$ cat config.mk
export PLATFORM = sky130hd
export DESIGN_NAME = fibonacci_fast_doubling_unit
export DESIGN_NICKNAME = d
export VERILOG_FILES = /design/src/rtl/fib_fd_pkg.sv /design/src/rtl/fibonacci_fast_doubling_unit.sv
export SDC_FILE = /design/constraint.sdc
export NUM_CORES = 2
export LEC_CHECK = 0
export BUFFER_PORTS_ARGS = -buffer_cell sky130_fd_sc_hd__buf_2
export CORE_AREA = 2 2 358 360
export DETAILED_ROUTE_END_ITERATION = 6
export DIE_AREA = 0 0 360 362
export PLACE_DENSITY = 0.73
export SETUP_SLACK_MARGIN = 0.5
export SYNTH_ARGS = -nofsm -noshare
export SYNTH_HDL_FRONTEND = slang
export SYNTH_SLANG_ARGS = --single-unit
$ cat constraint.sdc
create_clock -name clock -period 13.5 [get_ports clock]
set_input_delay 2.025 -clock clock [delete_from_list [all_inputs] [get_ports clock]]
set_output_delay 2.025 -clock clock [all_outputs]
set_load 0.01 [all_outputs]
$ cat src/rtl/fib_fd_pkg.sv
package fib_fd_pkg;

   localparam int unsigned VALUE_BITS = 64;
   localparam int unsigned HALF_BITS  = 32;
   localparam int unsigned REQ_BITS   = 32;
   localparam int unsigned STEP_W     = 4;

   localparam logic [STEP_W-1:0] STEP_FIRST = 4'd0;

   typedef enum logic {
      ST_IDLE,
      ST_RUN
   } state_type;

   typedef enum logic {
      XS_A,
      XS_B
   } xsel_type;

   typedef enum logic [1:0] {
      YS_A,
      YS_B,
      YS_T
   } ysel_type;

   typedef enum logic [1:0] {
      PT_LL,
      PT_LH,
      PT_HL
   } part_type;

   typedef enum logic {
      DS_ODD,
      DS_EVEN
   } dst_type;

   typedef enum logic [2:0] {
      AC_NONE,
      AC_LOAD,
      AC_LO,
      AC_HI,
      AC_HI2
   } acc_type;

   typedef enum logic {
      SQ_NEXT,
      SQ_UPDATE
   } seq_type;

   typedef struct packed {
      logic     mul_en;
      xsel_type x_sel;
      ysel_type y_sel;
      part_type part;
      dst_type  dst;
      acc_type  acc;
      logic     t_load;
      seq_type  seq;
   } ucode_type;

   // One doubling step: the two squares are summed into the odd term, the
   // product a*(2b-a) into the even term, and the last word applies the step.
   function automatic ucode_type ucode_rom(input logic [STEP_W-1:0] step);
      ucode_type w;
      w = '{mul_en: 1'b0, x_sel: XS_A, y_sel: YS_A, part: PT_LL, dst: DS_ODD,
            acc: AC_NONE, t_load: 1'b0, seq: SQ_NEXT};
      case (step)
         4'd0: begin
            w.mul_en = 1'b1; w.x_sel = XS_A; w.y_sel = YS_A; w.part = PT_LL;
            w.t_load = 1'b1;
         end
         4'd1: begin
            w.mul_en = 1'b1; w.x_sel = XS_A; w.y_sel = YS_A; w.part = PT_LH;
            w.dst = DS_ODD; w.acc = AC_LOAD;
         end
         4'd2: begin
            w.mul_en = 1'b1; w.x_sel = XS_B; w.y_sel = YS_B; w.part = PT_LL;
            w.dst = DS_ODD; w.acc = AC_HI2;
         end
         4'd3: begin
            w.mul_en = 1'b1; w.x_sel = XS_B; w.y_sel = YS_B; w.part = PT_LH;
            w.dst = DS_ODD; w.acc = AC_LO;
         end
         4'd4: begin
            w.mul_en = 1'b1; w.x_sel = XS_A; w.y_sel = YS_T; w.part = PT_LL;
            w.dst = DS_ODD; w.acc = AC_HI2;
         end
         4'd5: begin
            w.mul_en = 1'b1; w.x_sel = XS_A; w.y_sel = YS_T; w.part = PT_LH;
            w.dst = DS_EVEN; w.acc = AC_LOAD;
         end
         4'd6: begin
            w.mul_en = 1'b1; w.x_sel = XS_A; w.y_sel = YS_T; w.part = PT_HL;
            w.dst = DS_EVEN; w.acc = AC_HI;
         end
         4'd7: begin
            w.dst = DS_EVEN; w.acc = AC_HI;
         end
         4'd8: begin
            w.seq = SQ_UPDATE;
         end
         default: begin
            w.seq = SQ_UPDATE;
         end
      endcase
      return w;
   endfunction

endpackage

$ cat src/rtl/fibonacci_fast_doubling_unit.sv
// Returns F(n) modulo 2^64 for an unsigned index n, one item at a time. The
// index bits are walked from bit INDEX_BITS-1 down to bit 0, and each bit runs
// a nine-word microprogram on one shared 32x32 multiplier: three partial
// products per 64-bit multiply, squares done in two, plus an accumulate
// slot and an update word. The result becomes valid in the cycle after the
// last update word, and the next item is accepted in that same cycle at the
// earliest, as soon as the program has finished, even while the previous
// result is still waiting to be taken. A new result that is ready while the
// previous one still waits holds the program on its update word until the
// previous one is taken.
module fibonacci_fast_doubling_unit #(
   parameter int unsigned INDEX_BITS = 32
) (
   input  logic                                clock,
   input  logic                                reset,
   input  logic                                req_valid,
   output logic                                req_stall,
   input  logic [fib_fd_pkg::REQ_BITS-1:0]     req_index,
   output logic                                rsp_valid,
   input  logic                                rsp_stall,
   output logic [fib_fd_pkg::VALUE_BITS-1:0]   rsp_fib_value
);

   import fib_fd_pkg::*;

   localparam int unsigned CNT_W = $clog2(INDEX_BITS);

   state_type               state_ff, state_in;
   logic [STEP_W-1:0]       pc_ff, pc_in;
   logic [CNT_W-1:0]        bit_cnt_ff, bit_cnt_in;
   logic [INDEX_BITS-1:0]   n_ff, n_in;
   logic [VALUE_BITS-1:0]   a_ff, a_in;
   logic [VALUE_BITS-1:0]   b_ff, b_in;
   logic [VALUE_BITS-1:0]   t_ff, t_in;
   logic [VALUE_BITS-1:0]   prod_ff, prod_in;
   logic [VALUE_BITS-1:0]   even_ff, even_in;
   logic [VALUE_BITS-1:0]   odd_ff, odd_in;
   logic                    rsp_valid_ff, rsp_valid_in;
   logic [VALUE_BITS-1:0]   rsp_value_ff, rsp_value_in;

   ucode_type               word;
   logic [VALUE_BITS-1:0]   x_op, y_op, acc_cur, acc_new, step_a, step_b;
   logic [HALF_BITS-1:0]    mx, my;
   logic                    last_bit, hold;

   always_comb begin
      word = ucode_rom(pc_ff);

      case (word.x_sel)
         XS_A:    x_op = a_ff;
         XS_B:    x_op = b_ff;
         default: x_op = a_ff;
      endcase
      case (word.y_sel)
         YS_A:    y_op = a_ff;
         YS_B:    y_op = b_ff;
         YS_T:    y_op = t_ff;
         default: y_op = a_ff;
      endcase
      mx = (word.part == PT_HL) ? x_op[VALUE_BITS-1:HALF_BITS] : x_op[HALF_BITS-1:0];
      my = (word.part == PT_LH) ? y_op[VALUE_BITS-1:HALF_BITS] : y_op[HALF_BITS-1:0];

      acc_cur = (word.dst == DS_EVEN) ? even_ff : odd_ff;
      case (word.acc)
         AC_LOAD: acc_new = prod_ff;
         AC_LO:   acc_new = acc_cur + prod_ff;
         AC_HI:   acc_new = acc_cur + {prod_ff[HALF_BITS-1:0], {HALF_BITS{1'b0}}};
         AC_HI2:  acc_new = acc_cur + {prod_ff[HALF_BITS-2:0], {(HALF_BITS+1){1'b0}}};
         default: acc_new = acc_cur;
      endcase

      if (n_ff[bit_cnt_ff]) begin
         step_a = odd_ff;
         step_b = even_ff + odd_ff;
      end else begin
         step_a = even_ff;
         step_b = odd_ff;
      end

      last_bit = (bit_cnt_ff == '0);
      hold     = (word.seq == SQ_UPDATE) && last_bit && rsp_valid_ff && rsp_stall;
   end

   always_comb begin
      state_in     = state_ff;
      pc_in        = pc_ff;
      bit_cnt_in   = bit_cnt_ff;
      n_in         = n_ff;
      a_in         = a_ff;
      b_in         = b_ff;
      t_in         = t_ff;
      prod_in      = prod_ff;
      even_in      = even_ff;
      odd_in       = odd_ff;
      rsp_value_in = rsp_value_ff;
      rsp_valid_in = rsp_valid_ff && rsp_stall;
      req_stall    = 1'b1;

      case (state_ff)
         ST_IDLE: begin
            req_stall = 1'b0;
            if (req_valid) begin
               n_in       = INDEX_BITS'(req_index);
               a_in       = '0;
               b_in       = VALUE_BITS'(1);
               pc_in      = STEP_FIRST;
               bit_cnt_in = CNT_W'(INDEX_BITS - 1);
               state_in   = ST_RUN;
            end
         end
         ST_RUN: begin
            if (!hold) begin
               if (word.mul_en) begin
                  prod_in = {{HALF_BITS{1'b0}}, mx} * {{HALF_BITS{1'b0}}, my};
               end
               if (word.t_load) begin
                  t_in = {b_ff[VALUE_BITS-2:0], 1'b0} - a_ff;
               end
               if (word.acc != AC_NONE) begin
                  if (word.dst == DS_EVEN) begin
                     even_in = acc_new;
                  end else begin
                     odd_in = acc_new;
                  end
               end
               if (word.seq == SQ_UPDATE) begin
                  a_in  = step_a;
                  b_in  = step_b;
                  pc_in = STEP_FIRST;
                  if (last_bit) begin
                     rsp_value_in = step_a;
                     rsp_valid_in = 1'b1;
                     state_in     = ST_IDLE;
                  end else begin
                     bit_cnt_in = bit_cnt_ff - 1'b1;
                  end
               end else begin
                  pc_in = pc_ff + 1'b1;
               end
            end
         end
         default: begin
            state_in = ST_IDLE;
         end
      endcase
   end

   always_ff @(posedge clock) begin
      if (reset) begin
         state_ff     <= ST_IDLE;
         pc_ff        <= STEP_FIRST;
         bit_cnt_ff   <= '0;
         rsp_valid_ff <= 1'b0;
      end else begin
         state_ff     <= state_in;
         pc_ff        <= pc_in;
         bit_cnt_ff   <= bit_cnt_in;
         rsp_valid_ff <= rsp_valid_in;
      end
   end

   always_ff @(posedge clock) begin
      n_ff         <= n_in;
      a_ff         <= a_in;
      b_ff         <= b_in;
      t_ff         <= t_in;
      prod_ff      <= prod_in;
      even_ff      <= even_in;
      odd_ff       <= odd_in;
      rsp_value_ff <= rsp_value_in;
   end

   assign rsp_valid     = rsp_valid_ff;
   assign rsp_fib_value = rsp_value_ff;

endmodule
== After elaboration in Yosys (flattened, before gate mapping) ==
Cells that the tools add are included.

* $add $sub $neg: 7
* Multiply operators: 1
* Magnitude comparators: 1
* Equal/unequal tests: 19
* Multiplexer cells: 41
* Bitwise operators: 5
* Reduce and logical (&&, ||, !) cells: 19

{| class="wikitable"
|+ Operators with widths
! operator !! count
|-
| two-way mux 64 bit || 9
|-
| case mux 64 bit (2 select lines) || 4
|-
| adder 64 bit || 4
|-
| case mux 64 bit (4 select lines) || 1
|-
| multiplier 32 x 32 -> 64 bit || 1
|-
| two-way mux 32 bit || 2
|-
| subtractor 64 bit || 1
|-
| case mux 6 bit (7 select lines) || 1
|-
| two-way mux 5 bit || 4
|-
| case mux 4 bit (5 select lines) || 1
|-
| equality test 4 x 3 -> 1 bit (second input constant) || 4
|-
| AND reduction 4 bit || 4
|-
| two-way mux 1 bit || 12
|-
| two-way mux 4 bit || 3
|-
| case mux 5 bit (2 select lines) || 1
|-
| AND reduction 3 bit || 3
|-
| equality test 4 x 2 -> 1 bit (second input constant) || 2
|-
| inequality test 2 bit (second input constant) || 4
|-
| case mux 4 bit (2 select lines) || 1
|-
| OR reduction 8 bit || 1
|-
| equality test 3 x 2 -> 1 bit (second input constant) || 2
|-
| less-than comparator 5 x 6 -> 1 bit (second input constant) || 1
|-
| binary-select mux 1 bit (select 5 bit) || 1
|-
| zero test 5 bit || 1
|-
| 14 further kinds || 25
|}

* Flip-flop bits (word level): 491
* Input bits: 36
* Output and inout bits: 66
* Word-level logic and storage cells: 105

== Logic depth before layout (Yosys ltp) ==
* Depth after elaboration: 8
* Gate-level depth with buffers: 43
* Depth with buffers taken out: 35

== Least setup slack after synthesis ==
Ideal clock, no wire load.

* Kind: flip-flop to flip-flop
* Start point: register pc_ff[0]
* End point: register prod_ff[58] (data pin)
* Setup time: 0.259 ns
* Data arrival time: 9.742 ns
* Data required time: 13.241 ns
* Slack: 3.499 ns
* Stages on the path, launching flop included: 41
* Buffers on the path: 9
* Period minus slack after synthesis: 10.001 ns
* Cell sequence: dfxtp_1 > inv_1 > ha_1 > clkbuf_1 > nor2_1 > nor3_1 > buf_2 > buf_2 > ha_1 > clkbuf_1 > clkbuf_1 > clkbuf_1 > a22oi_1 > a211oi_1 > a21o_1 > buf_2 > clkbuf_1 > nand2_1 > [... 5 more ...] > fa_1 > fa_1 > fa_1 > inv_1 > fa_1 > inv_1 > ha_1 > clkbuf_1 > a21oi_1 > o21ai_0 > a2111oi_0 > nor3_1 > a32oi_1 > o21ai_1 > a211oi_1 > o31ai_1 > a21oi_1 > xnor2_1

* Cells in the longest elaborated chain, start to end: 6
* Elaborated cells between the ends (all ways): 18
* Classes of those cells: mul: 1; eq/ne: 10; mux: 5; bitwise: 1; reduce/logical: 1

{| class="wikitable"
|+ Ends and longest elaborated chain
! element !! line !! source
|-
| start: declaration || fibonacci_fast_doubling_unit.sv:29 || <nowiki>logic [STEP_W-1:0] pc_ff, pc_in;</nowiki>
|-
| start signal: assignment || fibonacci_fast_doubling_unit.sv:156 || <nowiki>pc_ff <= pc_in;</nowiki>
|-
| equality test 4 x 3 -> 1 bit (tied with other cells) || fib_fd_pkg.sv:67 || <nowiki>case (step)</nowiki>
|-
| case mux 6 bit (7 select lines) * || fib_fd_pkg.sv:67 ||
|-
| equality test 2 bit (tied with other cells) || fibonacci_fast_doubling_unit.sv:54 || <nowiki>case (word.y_sel)</nowiki>
|-
| case mux 64 bit (2 select lines), on equally long branches || fibonacci_fast_doubling_unit.sv:54, fibonacci_fast_doubling_unit.sv:49 ||
|-
| two-way mux 32 bit, on equally long branches || fibonacci_fast_doubling_unit.sv:61, fibonacci_fast_doubling_unit.sv:60 ||
|-
| multiplier 32 x 32 -> 64 bit * || fibonacci_fast_doubling_unit.sv:114 || <nowiki>prod_in = {{HALF_BITS{1'b0}}, mx} * {{HALF_BITS{1'b0}}, my};</nowiki>
|-
| end signal: assignment || fibonacci_fast_doubling_unit.sv:167 || <nowiki>prod_ff <= prod_in;</nowiki>
|-
| end: declaration || fibonacci_fast_doubling_unit.sv:35 || <nowiki>logic [VALUE_BITS-1:0] prod_ff, prod_in;</nowiki>
|}

Mark *: on every way between the ends. The rest lies on a longest branch, timed or not.
A chain may end at the register's enable or synchronous reset.

== Worst setup path in the final report ==
* Start point: register pc_ff[0]
* End point: register prod_ff[61] (data pin)

Same word-level chain as after synthesis.

==> out/results.ini <==
[layout]
fillCellCount = 11000
area_delta_synth_final_pct = 5.87
fin_nets = 8850
drive_gt1_share_pct = 7.56

[clocking]
cts_resized = 0
path_clk_slew_ns = 0.08
cts_root_buffer = clkbuf_16
cts_sinks = 491
clk_path_buf_depth = 3
cts_hold_buf = 0
htreeDepth = 2
worst_skew_pair.late_latency_ns = 0.68
numCtsBuffers = 53
cts_setup_buffers = 0
cts_tree = built

[global_route]
grt_pass1_wl_um = 369000
grt_util_all_layers_pct = 38.2
grt_overflow = 0
grt_max_degree = 151
antenna_found_initial = 21
grt_pass1_vias = 57800

[routing]
drtIter0Drc = 6636
viasPerCell = 6.32
drc_errors = 1
first_pass_iters = 7
wire_per_inst_um = 27.4
ant_nets = 0
num_vias = 57600
drt_wl_total_um = 249000

[synth]
synthDistinctLibCells = 93
synthArstFlopShare_pct = 0
synthesis.nets = 8973
synthesis.instances = 7516
seq_area_frac_synth_pct = 21.2
syn_area_mm2 = 0.0690
ys_ff_latch = 491
ys.flop_type = edfxtp_1
avgSynthCellArea_um2 = 9.18
synth_edf_count = 480
synth_warnings = 0

[setup_path]
crit_top_cell = fa_1
critPathLaunchType = register
path_class = register to register
crit_buf_inv = 4
cp_slowest_cell = ha_2
path_max_fanout = 46
endpoint_kind = register
critPathTopFamily = adder cells
cp.arrival_ns = 12.61
max_stage_delay_ns = 1.02
required_ns = 13.91

[floorplanning]
die_y_um = 362
num_io_pins = 102
start_util_pct = 54.5
fp.dieW_um = 360
coreArea_mm2 = 0.127
die-area_mm2 = 0.130
num_rows = 131

[timing]
fin_skew_ns = 0.0633
worstMarginPinSlew_ns = 1.45
fin_crit_sh_pct = 90.4
fmax_mhz = 82.0
layout_min_cycle_time_ns = 12.20
hold_viol = 0
grt_setup_unrepaired = no
slew_viol_final = 0
max-slew-margin-rel_pct = 2.49
setup_viol = 0
tns_ns = 0

[placed_design]
globalplace.congestion = 1.06
dpl.hpwl_um = 198000
io_buffers = 101

[status]
status = complete, but fails checks
failed_checks = DRC

[worst_hold_path]
hold_path_class = register to register

[run]
maxCapViolations = 0

-- area by class of cell --
class                   count  area (um2)  share of cell area [%]
diodes                      8        20.0                  0.0274
repair buffers            224        1450                    1.99
multi-input cells        5609       49100                    67.3
inverters                1014        3810                    5.21
flip-flops and latches    491       14600                    20.0
clock inverters            37         515                   0.706
well taps                1662        2080                    2.85
clock buffers              63        1400                    1.91
-- sequential cells by signal (all words and copies together) (netlist names), 4 cells and up --
register       cells
rsp_fib_value     64
pc_ff              4
odd_ff            64
t_ff              64
n_ff              32
even_ff           64
prod_ff           64
a_ff              64
b_ff              64
bit_cnt_ff         5
-- worst paths after layout --
check	from	slack, ns	end	cells after the start
setup / recovery	pc_ff[0]$_SDFFE_PP0P_	1.30	prod_ff[61]$_DFFE_PP_	31
setup reg to reg	pc_ff[0]$_SDFFE_PP0P_	1.30	prod_ff[61]$_DFFE_PP_	31
hold reg to reg	rsp_valid$_SDFF_PP0_	0.54	rsp_valid$_SDFF_PP0_	2
hold / removal	rsp_valid$_SDFF_PP0_	0.54	rsp_valid$_SDFF_PP0_	2
-- worst register-to-register path: cells and delay by family, from the launching register on --
kind | cells | cell delay (ns)
buffers and inverters | 4 | 1.05
DFF | 1 | 0.36
adders and majority gates | 11 | 5.83
and+or+nand+nor | 6 | 1.47
AOI/OAI and AO/OA | 9 | 3.15
xor gates and xnor gates | 1 | 0.12
-- metrics by stage --
step / util, % / cells / area, um2 / hold slack [ns] / worst slack (ns)
5_1_grt: 57.6 / 9100 / 73000 / 0.574 / 0.910
3_3_place_gp: 56.1 / 9000 / 71100 / 0.520 / 1.63
3_5_place_dp: 56.1 / 9000 / 71100 / 0.527 / 1.56
6_report: 57.6 / 9108 / 73000 / 0.537 / 1.30
2_1_floorplan: - / 7516 / 69000 / 0.516 / 3.50
4_1_cts: 57.6 / 9100 / 73000 / 0.537 / 1.40
-- synth_stat cells, drive strengths merged, types with 15 or more instances --
master,instances,area [um2]
clkbuf,355,1330
fa,901,18000
a211oi,46,350
nor2,903,3390
o21a,68,510
a22o,15,131
nand2b,78,488
a221o,32,320
a21oi,446,2240
a31oi,50,313
nand4,79,494
nor3,68,345
a221oi,35,313
mux4,28,631
nand3,86,430
and3,35,219
xor2,85,744
inv,1014,3810
edfxtp,480,14400
a22oi,47,353
nor4,16,106
and2,111,694
nand2,704,2640
o21bai,65,488
or2,43,269
buf,47,239
mux2,125,1410
o21ai,286,1430
o211ai,33,253
a21o,223,1670
ha,520,6510
mux2i,48,493
xnor2,189,1660
o31ai,18,135
nor2b,29,181
-- cell families (layout without fill, tap and decap cells) --
family	after synthesis	in the layout	share of synthesized area [%]
compound gates	1512	1512	14.3
xor+xnor	274	274	3.48
fa+ha+maj	1421	1421	35.6
buf+inv	1416	1338	7.79
flops	491	491	21.2
mux	201	201	3.67
other cells	0	8	0
simple gates	2201	2201	14.0
-- per-layer routing --
layer | track usage [%] | up-vias | part of all wire, %
met4 | 20.8 | 10 | 6.8
met2 | 59.5 | 3268 | 44
met1 | 50.7 | 28700 | 39
met5 | 0 | - | 0.027
li1 | - | 24900 | -
met3 | 7.05 | 711 | 11
-- cell usage in the layout (no fill, tap or decap), drive strengths merged, types with 13 or more instances in the layout --
cell type  count
nand3         86
a21o         223
inv         1023
nand2b        78
or2           43
o21ai        286
nand4         79
o211ai        33
nor3          68
and3          35
a22oi         47
nor2b         29
xor2          85
xnor2        189
a22o          15
a31oi         50
a211oi        46
a221oi        35
and2         111
edfxtp       480
nand2        704
nor4          16
mux2         125
o21a          68
mux2i         48
a211o         13
o21bai        65
a21oi        446
or3           13
clkbuf        63
nor2         903
a221o         32
ha           520
fa           901
o31ai         18
mux4          28
buf          224
clkinv        14
Power is left out: the tool's default activity adds up to more than one toggle a clock period on the data nets, which glitch-free logic cannot reach.
